`config.mk`:
```
export PLATFORM = sky130hd
export DESIGN_NAME = open_addressing_hash_insert
export DESIGN_NICKNAME = d
export VERILOG_FILES = /design/src/rtl/oahi_pkg.sv /design/src/rtl/oahi_mod_unit.sv /design/src/rtl/open_addressing_hash_insert.sv
export SDC_FILE = /design/constraint.sdc
export NUM_CORES = 2
export LEC_CHECK = 0
export ABC_CLOCK_PERIOD_IN_PS = 11200
export BUFFER_PORTS_ARGS = -buffer_cell sky130_fd_sc_hd__buf_2
export CORE_MARGIN = 1.5
export CORE_UTILIZATION = 59
export DETAILED_ROUTE_END_ITERATION = 12
export PLACE_DENSITY = 0.84
export SETUP_SLACK_MARGIN = 0.05
export SYNTH_ARGS = -nofsm -noshare
export SYNTH_HDL_FRONTEND = slang
export SYNTH_SLANG_ARGS = --single-unit
```
`constraint.sdc`:
```
create_clock -name clk -period 11.2 [get_ports clk]
set_clock_uncertainty 0.05 [all_clocks]
set_input_delay 2.8 -clock clk [delete_from_list [all_inputs] [get_ports clk]]
set_output_delay 2.8 -clock clk [all_outputs]
set_load 0.05 [all_outputs]
```
`src/rtl/oahi_pkg.sv`:
```
// ----------------------------------------------------------------------------
// oahi_pkg
// Shared types and codes for the open-addressing hash insert block: request
// and result payloads, sequencer states, and the remainder unit interface.
// ----------------------------------------------------------------------------
package oahi_pkg;

    // Field widths of the payloads
    localparam int OP_W   = 2;
    localparam int KEY_W  = 31;
    localparam int IDX_W  = 4;
    localparam int STAT_W = 2;
    localparam int CNT_W  = 5;
    localparam int MODE_W = 2;

    // Remainder unit: divisor up to 2047, reciprocal scaled by 2^KEY_W
    localparam int MOD_W  = 11;

    // Double hashing prime and its scaled reciprocal, rounded down
    localparam logic [MOD_W-1:0] DH_PRIME = 11'd7;
    localparam logic [KEY_W-1:0] DH_RECIP = KEY_W'((64'd1 << KEY_W) / 64'd7);

    // Operation codes
    localparam logic [OP_W-1:0] OP_INSERT = 2'd0;
    localparam logic [OP_W-1:0] OP_READ   = 2'd1;
    localparam logic [OP_W-1:0] OP_CLEAR  = 2'd2;

    // Status codes
    localparam logic [STAT_W-1:0] STAT_STORED  = 2'd0;
    localparam logic [STAT_W-1:0] STAT_FULL    = 2'd1;
    localparam logic [STAT_W-1:0] STAT_READ    = 2'd2;
    localparam logic [STAT_W-1:0] STAT_CLEARED = 2'd3;

    // Probe modes (the unused code probes linearly)
    localparam logic [MODE_W-1:0] MODE_LINEAR = 2'd0;
    localparam logic [MODE_W-1:0] MODE_QUAD   = 2'd1;
    localparam logic [MODE_W-1:0] MODE_DOUBLE = 2'd2;

    typedef struct packed {
        logic [OP_W-1:0]  operation;
        logic [KEY_W-1:0] key;
        logic [IDX_W-1:0] slot_select;
    } request_t;

    typedef struct packed {
        logic [STAT_W-1:0] status;
        logic [IDX_W-1:0]  slot_index;
        logic              slot_used;
        logic [KEY_W-1:0]  slot_key;
        logic [CNT_W-1:0]  probe_count;
    } result_t;

    typedef struct packed {
        logic             start;
        logic [KEY_W-1:0] dividend;
        logic [MOD_W-1:0] divisor;
        logic [KEY_W-1:0] recip;
    } mod_req_t;

    typedef struct packed {
        logic             done;
        logic [MOD_W-1:0] rem;
    } mod_rsp_t;

    typedef enum logic [1:0] {
        MOD_IDLE,
        MOD_MUL,
        MOD_FOLD,
        MOD_FIX
    } mod_phase_t;

    typedef enum logic [3:0] {
        ST_CLEAR,
        ST_IDLE,
        ST_READ_ISSUE,
        ST_READ_DONE,
        ST_MOD_HOME,
        ST_MOD_SEVEN,
        ST_MOD_STEP,
        ST_PROBE_ISSUE,
        ST_PROBE_CHECK
    } state_t;

endpackage

```
`src/rtl/oahi_mod_unit.sv`:
```
// ----------------------------------------------------------------------------
// oahi_mod_unit
// Reciprocal remainder unit: multiply by the divisor's scaled reciprocal,
// fold the estimate back against the dividend, correct it with one subtract.
// Starts are taken mid-request too; one-cycle done pulse, remainder then held.
// ----------------------------------------------------------------------------
module oahi_mod_unit
    import oahi_pkg::*;
(
    input  logic     clk,
    input  logic     rst_n,
    input  mod_req_t req,
    output mod_rsp_t rsp
);

    localparam int RW = MOD_W + 1;

    mod_phase_t         phase_reg, phase_next;
    logic               done_reg, done_next;
    logic [KEY_W-1:0]   dividend_reg, dividend_next;
    logic [KEY_W-1:0]   recip_reg, recip_next;
    logic [MOD_W-1:0]   divisor_reg, divisor_next;
    logic [RW-1:0]      quot_reg, quot_next;
    logic [RW-1:0]      est_reg, est_next;
    logic [MOD_W-1:0]   rem_reg, rem_next;
    logic [2*KEY_W-1:0] full_prod;
    logic [2*RW-1:0]    low_prod;
    logic [RW-1:0]      div_ext;
    logic [RW-1:0]      fix_diff;

    // The quotient estimate is low by at most one, so the folded value
    // lies below twice the divisor and only its low bits are needed
    assign full_prod = dividend_reg * recip_reg;
    assign div_ext   = {1'b0, divisor_reg};
    assign low_prod  = quot_reg * div_ext;
    assign fix_diff  = est_reg - div_ext;

    always_comb
    begin
        phase_next    = phase_reg;
        done_next     = 1'b0;
        dividend_next = dividend_reg;
        recip_next    = recip_reg;
        divisor_next  = divisor_reg;
        quot_next     = quot_reg;
        est_next      = est_reg;
        rem_next      = rem_reg;
        if (req.start)
        begin
            phase_next    = MOD_MUL;
            dividend_next = req.dividend;
            recip_next    = req.recip;
            divisor_next  = req.divisor;
        end
        else
        begin
            unique case (phase_reg)
                MOD_IDLE:
                begin
                    phase_next = MOD_IDLE;
                end
                MOD_MUL:
                begin
                    quot_next  = full_prod[KEY_W +: RW];
                    phase_next = MOD_FOLD;
                end
                MOD_FOLD:
                begin
                    est_next   = dividend_reg[RW-1:0] - low_prod[RW-1:0];
                    phase_next = MOD_FIX;
                end
                MOD_FIX:
                begin
                    if (est_reg >= div_ext)
                        rem_next = fix_diff[MOD_W-1:0];
                    else
                        rem_next = est_reg[MOD_W-1:0];
                    done_next  = 1'b1;
                    phase_next = MOD_IDLE;
                end
            endcase
        end
    end

    // Hold control state under reset
    always_ff @(posedge clk or negedge rst_n)
    begin
        if (!rst_n)
        begin
            phase_reg <= MOD_IDLE;
            done_reg  <= 1'b0;
        end
        else
        begin
            phase_reg <= phase_next;
            done_reg  <= done_next;
        end
    end

    // Datapath registers
    always_ff @(posedge clk)
    begin
        dividend_reg <= dividend_next;
        recip_reg    <= recip_next;
        divisor_reg  <= divisor_next;
        quot_reg     <= quot_next;
        est_reg      <= est_next;
        rem_reg      <= rem_next;
    end

    assign rsp.done = done_reg;
    assign rsp.rem  = rem_reg;

endmodule

```
`src/rtl/open_addressing_hash_insert.sv`:
```
// ----------------------------------------------------------------------------
// open_addressing_hash_insert
// Open-addressing hash table of TABLE_SIZE key slots with linear, quadratic
// or double-hashing probes, plus slot read and whole-table clear.
// ----------------------------------------------------------------------------
// A request is taken when start is high and busy is low; each insert, read
// or clear returns one result on result, marked by done for a single cycle,
// and the receiver must take it then; the result is on the ports in the
// first cycle that busy is low again. Operation code three is taken and
// dropped with no result. Busy stays high for the whole of a request. An
// insert first reduces the key by TABLE_SIZE in a shared remainder unit
// (reciprocal multiply, fold back, one correcting subtract); double
// hashing runs that unit twice more, for key mod 7 and to bring the step
// below TABLE_SIZE. Each probe then takes a slot memory read and then a
// check, up to TABLE_SIZE probes. A read issues a slot memory read and
// then returns the slot. A clear sweeps the valid memory one slot a
// cycle; the same sweep runs after reset (no result) while busy is high.
// Configuration writes are taken at any time through cfg_we; an insert
// uses the probe mode present when it is taken.
// ----------------------------------------------------------------------------
module open_addressing_hash_insert
    import oahi_pkg::*;
#(
    parameter int TABLE_SIZE = 16
)
(
    input  logic              clk,
    input  logic              rst_n,
    input  logic              start,
    output logic              busy,
    input  request_t          request,
    output logic              done,
    output result_t           result,
    input  logic              cfg_we,
    input  logic [MODE_W-1:0] cfg_wdata
);

    localparam int AW        = $clog2(TABLE_SIZE);
    localparam int PW        = AW + 1;
    localparam int CW        = $clog2(TABLE_SIZE + 1);
    localparam int IDX_EXT_W = (PW > IDX_W) ? PW : IDX_W;
    localparam int CNT_EXT_W = (CW > CNT_W) ? CW : CNT_W;
    localparam int SEL_EXT_W = (AW > IDX_W) ? AW : IDX_W;

    localparam logic [PW-1:0]    SIZE_P      = PW'(TABLE_SIZE);
    localparam logic [CNT_W-1:0] FULL_COUNT  = CNT_W'(TABLE_SIZE % 32);
    localparam logic [KEY_W-1:0] RECIP_TABLE = KEY_W'((64'd1 << KEY_W) / 64'(TABLE_SIZE));

    state_t            state_reg, state_next;
    request_t          req_reg, req_next;
    logic [MODE_W-1:0] probe_mode_reg;
    logic [MODE_W-1:0] mode_reg, mode_next;
    logic [PW-1:0]     pos_reg, pos_next;
    logic [PW-1:0]     delta_reg, delta_next;
    logic [CW-1:0]     cnt_reg, cnt_next;
    logic [AW-1:0]     clr_addr_reg, clr_addr_next;
    logic              clr_report_reg, clr_report_next;
    logic              done_reg, done_next;
    result_t           res_reg, res_next;

    mod_req_t          mod_req;
    mod_rsp_t          mod_rsp;

    // Slot memories and their registered read port
    logic [KEY_W-1:0]  key_mem [TABLE_SIZE];
    logic              valid_mem [TABLE_SIZE];
    logic [KEY_W-1:0]  rd_key_reg;
    logic              rd_valid_reg;
    logic [AW-1:0]     rd_addr;
    logic [AW-1:0]     wr_addr;
    logic              wr_valid_en;
    logic              wr_valid_bit;
    logic              wr_key_en;

    logic [PW-1:0]        pos_sum, pos_wrap;
    logic [PW-1:0]        delta_sum, delta_wrap;
    logic [IDX_EXT_W-1:0] pos_ext;
    logic [CNT_EXT_W-1:0] cnt_ext;
    logic [SEL_EXT_W-1:0] sel_ext;
    logic                 sel_ok;
    logic                 read_used;

    oahi_mod_unit u_mod (
        .clk   (clk),
        .rst_n (rst_n),
        .req   (mod_req),
        .rsp   (mod_rsp)
    );

    // Advance probe position and quadratic step, both kept below TABLE_SIZE
    assign pos_sum    = pos_reg + delta_reg;
    assign pos_wrap   = (pos_sum >= SIZE_P) ? (pos_sum - SIZE_P) : pos_sum;
    assign delta_sum  = delta_reg + PW'(2);
    assign delta_wrap = (delta_sum >= SIZE_P) ? (delta_sum - SIZE_P) : delta_sum;

    // Fit slot and count values to the result field widths
    assign pos_ext   = IDX_EXT_W'(pos_reg);
    assign cnt_ext   = CNT_EXT_W'(cnt_reg);
    assign sel_ext   = SEL_EXT_W'(req_reg.slot_select);
    assign sel_ok    = (32'(req_reg.slot_select) < 32'(TABLE_SIZE));
    assign read_used = sel_ok && rd_valid_reg;

    // Sequencer: next state, memory controls and result
    always_comb
    begin
        state_next      = state_reg;
        req_next        = req_reg;
        mode_next       = mode_reg;
        pos_next        = pos_reg;
        delta_next      = delta_reg;
        cnt_next        = cnt_reg;
        clr_addr_next   = clr_addr_reg;
        clr_report_next = clr_report_reg;
        done_next       = 1'b0;
        res_next        = res_reg;
        mod_req         = '0;
        rd_addr         = pos_reg[AW-1:0];
        wr_addr         = pos_reg[AW-1:0];
        wr_valid_en     = 1'b0;
        wr_valid_bit    = 1'b0;
        wr_key_en       = 1'b0;

        unique case (state_reg)
            ST_CLEAR:
            begin
                wr_valid_en   = 1'b1;
                wr_addr       = clr_addr_reg;
                clr_addr_next = clr_addr_reg + AW'(1);
                if (clr_addr_reg == AW'(TABLE_SIZE - 1))
                begin
                    state_next = ST_IDLE;
                    if (clr_report_reg)
                    begin
                        done_next        = 1'b1;
                        res_next         = '0;
                        res_next.status  = STAT_CLEARED;
                    end
                end
            end

            ST_IDLE:
            begin
                if (start)
                begin
                    req_next = request;
                    unique case (request.operation)
                        OP_INSERT:
                        begin
                            mod_req.start    = 1'b1;
                            mod_req.dividend = request.key;
                            mod_req.divisor  = MOD_W'(TABLE_SIZE);
                            mod_req.recip    = RECIP_TABLE;
                            mode_next        = probe_mode_reg;
                            state_next       = ST_MOD_HOME;
                        end
                        OP_READ:
                        begin
                            state_next = ST_READ_ISSUE;
                        end
                        OP_CLEAR:
                        begin
                            clr_addr_next   = '0;
                            clr_report_next = 1'b1;
                            state_next      = ST_CLEAR;
                        end
                        default:
                        begin
                            state_next = ST_IDLE;
                        end
                    endcase
                end
            end

            ST_READ_ISSUE:
            begin
                rd_addr    = sel_ext[AW-1:0];
                state_next = ST_READ_DONE;
            end

            ST_READ_DONE:
            begin
                done_next            = 1'b1;
                res_next.status      = STAT_READ;
                res_next.slot_index  = req_reg.slot_select;
                res_next.slot_used   = read_used;
                res_next.slot_key    = read_used ? rd_key_reg : '0;
                res_next.probe_count = '0;
                state_next           = ST_IDLE;
            end

            ST_MOD_HOME:
            begin
                if (mod_rsp.done)
                begin
                    pos_next = mod_rsp.rem[PW-1:0];
                    cnt_next = '0;
                    if (mode_reg == MODE_DOUBLE)
                    begin
                        mod_req.start    = 1'b1;
                        mod_req.dividend = req_reg.key;
                        mod_req.divisor  = DH_PRIME;
                        mod_req.recip    = DH_RECIP;
                        state_next       = ST_MOD_SEVEN;
                    end
                    else
                    begin
                        delta_next = PW'(1);
                        state_next = ST_PROBE_ISSUE;
                    end
                end
            end

            ST_MOD_SEVEN:
            begin
                // Reduce the step 7 - key mod 7 by the table size
                if (mod_rsp.done)
                begin
                    mod_req.start    = 1'b1;
                    mod_req.dividend = KEY_W'(DH_PRIME - mod_rsp.rem);
                    mod_req.divisor  = MOD_W'(TABLE_SIZE);
                    mod_req.recip    = RECIP_TABLE;
                    state_next       = ST_MOD_STEP;
                end
            end

            ST_MOD_STEP:
            begin
                if (mod_rsp.done)
                begin
                    delta_next = mod_rsp.rem[PW-1:0];
                    state_next = ST_PROBE_ISSUE;
                end
            end

            ST_PROBE_ISSUE:
            begin
                state_next = ST_PROBE_CHECK;
            end

            ST_PROBE_CHECK:
            begin
                if (!rd_valid_reg)
                begin
                    // Store the key in the free slot
                    wr_valid_en          = 1'b1;
                    wr_valid_bit         = 1'b1;
                    wr_key_en            = 1'b1;
                    done_next            = 1'b1;
                    res_next             = '0;
                    res_next.status      = STAT_STORED;
                    res_next.slot_index  = pos_ext[IDX_W-1:0];
                    res_next.probe_count = cnt_ext[CNT_W-1:0];
                    state_next           = ST_IDLE;
                end
                else if (cnt_reg == CW'(TABLE_SIZE - 1))
                begin
                    // No free slot along the probe sequence
                    done_next            = 1'b1;
                    res_next             = '0;
                    res_next.status      = STAT_FULL;
                    res_next.probe_count = FULL_COUNT;
                    state_next           = ST_IDLE;
                end
                else
                begin
                    cnt_next = cnt_reg + CW'(1);
                    pos_next = pos_wrap;
                    if (mode_reg == MODE_QUAD)
                        delta_next = delta_wrap;
                    state_next = ST_PROBE_ISSUE;
                end
            end

            default:
            begin
                state_next = ST_IDLE;
            end
        endcase
    end

    // Control registers; reset starts the valid sweep
    always_ff @(posedge clk or negedge rst_n)
    begin
        if (!rst_n)
        begin
            state_reg      <= ST_CLEAR;
            clr_addr_reg   <= '0;
            clr_report_reg <= 1'b0;
            done_reg       <= 1'b0;
            probe_mode_reg <= MODE_LINEAR;
        end
        else
        begin
            state_reg      <= state_next;
            clr_addr_reg   <= clr_addr_next;
            clr_report_reg <= clr_report_next;
            done_reg       <= done_next;
            if (cfg_we)
                probe_mode_reg <= cfg_wdata;
        end
    end

    // Payload registers
    always_ff @(posedge clk)
    begin
        req_reg   <= req_next;
        mode_reg  <= mode_next;
        pos_reg   <= pos_next;
        delta_reg <= delta_next;
        cnt_reg   <= cnt_next;
        res_reg   <= res_next;
    end

    // Slot memories: one write and one registered read per cycle
    always_ff @(posedge clk)
    begin
        rd_key_reg   <= key_mem[rd_addr];
        rd_valid_reg <= valid_mem[rd_addr];
        if (wr_valid_en)
            valid_mem[wr_addr] <= wr_valid_bit;
        if (wr_key_en)
            key_mem[wr_addr] <= req_reg.key;
    end

    assign busy   = (state_reg != ST_IDLE);
    assign done   = done_reg;
    assign result = res_reg;

endmodule

```
==> flow_summary_export.csv <==
group,metric,value,unit
routing,ant_nets,0,
placement,place_congestion,0.9790,
grt,grt_pass1_vias,23690,
sta,tns,0,ns
floorplan,fp.dieW,257.2,um
sta,tightest_slew,1.388,ns
worst_setup_path,critical_path.top_delay_family,"adder cells",
pwr,leakage,16.74,nW
synth,syn_nets,3108,
synth,synth-async-reset-ratio,0.02083,
worst_setup_path,cp_cell_sequence,"buf_4 -> and2_1 -> ha_1 -> ha_1 -> fa_1 -> fa_1 -> fa_1 -> inv_1 -> fa_1 -> inv_1 -> fa_1 -> ha_1 -> ha_1 -> nand4_1 -> nor3_1 -> o211ai_1 -> o211ai_1 -> a41o_1 -> a41oi_1 -> nor2b_1 -> o311ai_0",
clocking,postCtsHoldBufs,0,
final_layout,largest_reg_flops,496,
floorplan,fp-row-count,92,
pwr,max-vdd-ir-drop,0.6932,mV
worst_setup_path,end_kind,"flop",
grt,grt_start_max_net_pins,104,
grt,antenna_found_initial,7,
placement,place_area,0.03969,mm^2
sta,setup_viol,0,
final_layout,nNetsFinal,3217,
worst_setup_path,path_common_cell,"fa_1",
pwr,p_sw_frac,0.3937,
placement,pre_cts_slack,3.605,ns
pwr,pwr-share-seq,0.298,
routing,drt_pass1_iterations,6,
floorplan,die_area,0.06613,mm^2
clocking,root_buffer,"clkbuf_16",
routing,wl_per_cell,26.73,um
sta,hold_viol,0,
worst_setup_path,slowest_delay,0.72,ns
routing,drt_iter0_drc,2649,
outcome,outcome,"finished, final reports clean",
clocking,clkTransAtPathRegs,0.07,ns
final_layout,synthToLayoutAreaGrowth,10.25,%
floorplan,boundaryPins,88,
job,max-cap-violations,0,
sta,period_minus_slack,7.755,ns
pwr,p_int,0.007708,W
routing,vias,22333,
clocking,numCtsBuffers,71,
floorplan,core,0.06343,mm^2
worst_setup_path,crit_type,"flop to flop",
hold_path,hp-class,"flop to flop",
clocking,cts.path.max_buffers,3,
synth,syn_inst,2566,
clocking,h-tree-depth,3,
sta,setup_slack,3.445,ns
sta,period_share,0.6925,
placement,port_buffers,87,
floorplan,die_y,257.2,um
clocking,post_cts_buffers,0,
synth,synth_seq_cells,720,
final_layout,drive_gt1_frac,0.1424,
worst_setup_path,slowest_stage,"edfxtp_1",
routing,totalWireLength,95700,um
clocking,post_cts_resized,0,
synth,netlist_area,0.03811,mm^2
synth,ys.flop_type,"edfxtp_1",
sta,max_freq,0.1289,GHz
synth,avgSynthCellArea,14.85,um^2
synth,yosysWarnings,0,
clocking,cts_tree,"yes",
grt,grt_pass1_wl,145200,um
worst_setup_path,crit_buf_inv,3,
pwr,power_switching,0.005005,W
synth,synth-edff-count,673,
synth,seq_area_frac_synth,0.5569,
final_layout,regMostFlops,"key_mem",
floorplan,initial_utilization,0.6009,
clocking,cts.sink_count,720,
sta,slew_viol_final,0,
pwr,combPwrFrac,0.513,
pwr,clkPwrFrac,0.189,
sta,relSlewSlack,0.07010,
placement,hpwl,60890,um
pwr,pwr_density_cell,302.6,mW/mm^2
worst_setup_path,cp_max_fo,31,
synth,synth.distinct_cells,60,
routing,route.detailed.drc,0,
sta,grt_setup_unrepaired,"no",
routing,vias_per_cell,6.238,
worst_setup_path,worst_setup_path_start_kind,"flop",
worst_setup_path,required,11.52,ns
worst_setup_path,crit_arrival,8.08,ns
clocking,clk_latency,0.61,ns
grt,grt.overflow.total,0,
grt,track_usage,0.2967,
final_layout,fin_area,0.04202,mm^2
[routing by layer]
layer	wire length (um)	track usage	vias to the layer above
met5	46	0	-
li1	-	-	9383
met4	4151	0.1266	8
met2	49820	0.5247	1385
met1	33670	0.3695	11306
met3	8011	0.03654	251
[layout make-up]
| type | count | area, um^2 |
|---|---|---|
| Fill cell | 4184 | 21410 |
| Sequential cell | 720 | 21230 |
| Timing Repair Buffer | 119 | 688.2 |
| Tap cell | 846 | 1059 |
| Inverter | 434 | 1629 |
| Multi-Input combinational cell | 1329 | 15090 |
| Clock inverter | 43 | 401.6 |
| Clock buffer | 87 | 1921 |
| Antenna cell | 2 | 5.005 |
[stage by stage]
| stage | utilization | hold slack (ns) | power (W) | cells |
|---|---|---|---|---|
| after floorplan | - | 0.3709 | 0.008616 | 2566 |
| after detailed placement | 0.6258 | 0.3860 | 0.01029 | 3448 |
| after global routing | 0.6625 | 0.4176 | 0.01369 | 3580 |
| final | 0.6625 | 0.4094 | 0.01271 | 3580 |
| after CTS | 0.6624 | 0.4077 | 0.01276 | 3578 |
| after global placement | 0.6258 | 0.3865 | 0.009976 | 3448 |
[worst reg2reg max path, stage by stage (launching register included)]
cell and delay (ns):
edfxtp_1 0.72, buf_4 0.41, and2_1 0.36, ha_1 0.30, ha_1 0.30, fa_1 0.50
fa_1 0.43, fa_1 0.51, inv_1 0.05, fa_1 0.49, inv_1 0.05, fa_1 0.45
ha_1 0.32, ha_1 0.32, nand4_1 0.10, nor3_1 0.32, o211ai_1 0.18, o211ai_1 0.54
a41o_1 0.33, a41oi_1 0.23, nor2b_1 0.22, o311ai_0 0.33
[worst paths after layout]
check                                      from                 to  slack [ns]  cells past startpoint
max                        u_mod.divisor_reg[2]  u_mod.quot_reg[7]        3.44                     21
min                           probe_mode_reg[0]        mode_reg[0]        0.41                      0
max reg2reg                u_mod.divisor_reg[2]  u_mod.quot_reg[7]        3.44                     21
min reg2reg                   probe_mode_reg[0]        mode_reg[0]        0.41                      0
max in group asynchronous                 rst_n               done        8.77                      1
min in group asynchronous                 rst_n  probe_mode_reg[0]        2.06                      1
[power by group through the flow]
stage                     logic [W]  clock network, W  registers (W)
after floorplan             0.00484                 0        0.00378
final                       0.00652           0.00240        0.00379
after global placement      0.00617                 0        0.00381
after global routing        0.00736           0.00251        0.00381
after CTS                   0.00657           0.00241        0.00378
after detailed placement    0.00646                 0        0.00383
[cells by family after synthesis]
family                     count (synthesis)  synth area share
DFF                                      720            0.5569
AOI/OAI and AO/OA                        214           0.03992
buffers and inverters                    517           0.05233
adders and majority gates                499            0.2046
muxes                                    137           0.07817
and+or+nand+nor                          414           0.05315
xor gates and xnor gates                  65           0.01494
[cells in the mapped netlist, drive strengths merged (15+ instances only)]
master    n  share of area
a21oi    30         0.0039
clkbuf   54         0.0053
mux4    128          0.076
a221o    25         0.0066
inv     434          0.043
and3     39         0.0064
nand2   132          0.013
dfxtp    32          0.017
xnor2    43         0.0099
and2     75          0.012
edfxtp  673           0.53
nor2     90         0.0089
a211oi   38         0.0075
nor3     18         0.0024
dfrtp    15         0.0098
ha      292          0.096
xor2     22         0.0051
o21ai    22         0.0029
fa      207           0.11
buf      29         0.0043
a31oi    42         0.0069
[cells in the final DEF, fill, tap and decap left out, drive strengths merged, types with 4 or more instances in the layout]
| master | synthesis | routed |
|---|---|---|
| a22o | 6 | 6 |
| mux2 | 5 | 5 |
| a221o | 25 | 25 |
| nor2 | 90 | 90 |
| fa | 207 | 207 |
| xnor2 | 43 | 43 |
| nand3 | 14 | 14 |
| a211oi | 38 | 38 |
| nand2b | 11 | 11 |
| clkinvlp | 0 | 4 |
| and3 | 39 | 39 |
| nand4 | 7 | 7 |
| mux2i | 4 | 4 |
| buf | 29 | 119 |
| mux4 | 128 | 128 |
| a22oi | 5 | 5 |
| o31ai | 4 | 4 |
| dfrtp | 15 | 15 |
| inv | 434 | 437 |
| a21o | 6 | 6 |
| nor4 | 6 | 6 |
| o21bai | 7 | 7 |
| clkinv | 0 | 30 |
| a31oi | 42 | 42 |
| nor2b | 9 | 9 |
| clkbuf | 54 | 87 |
| nand2 | 132 | 132 |
| o21ai | 22 | 22 |
| edfxtp | 673 | 673 |
| bufinv | 0 | 6 |
| xor2 | 22 | 22 |
| nor3 | 18 | 18 |
| a21oi | 30 | 30 |
| ha | 292 | 292 |
| dfxtp | 32 | 32 |
| and2 | 75 | 75 |
(Power assumes the default switching activity.)
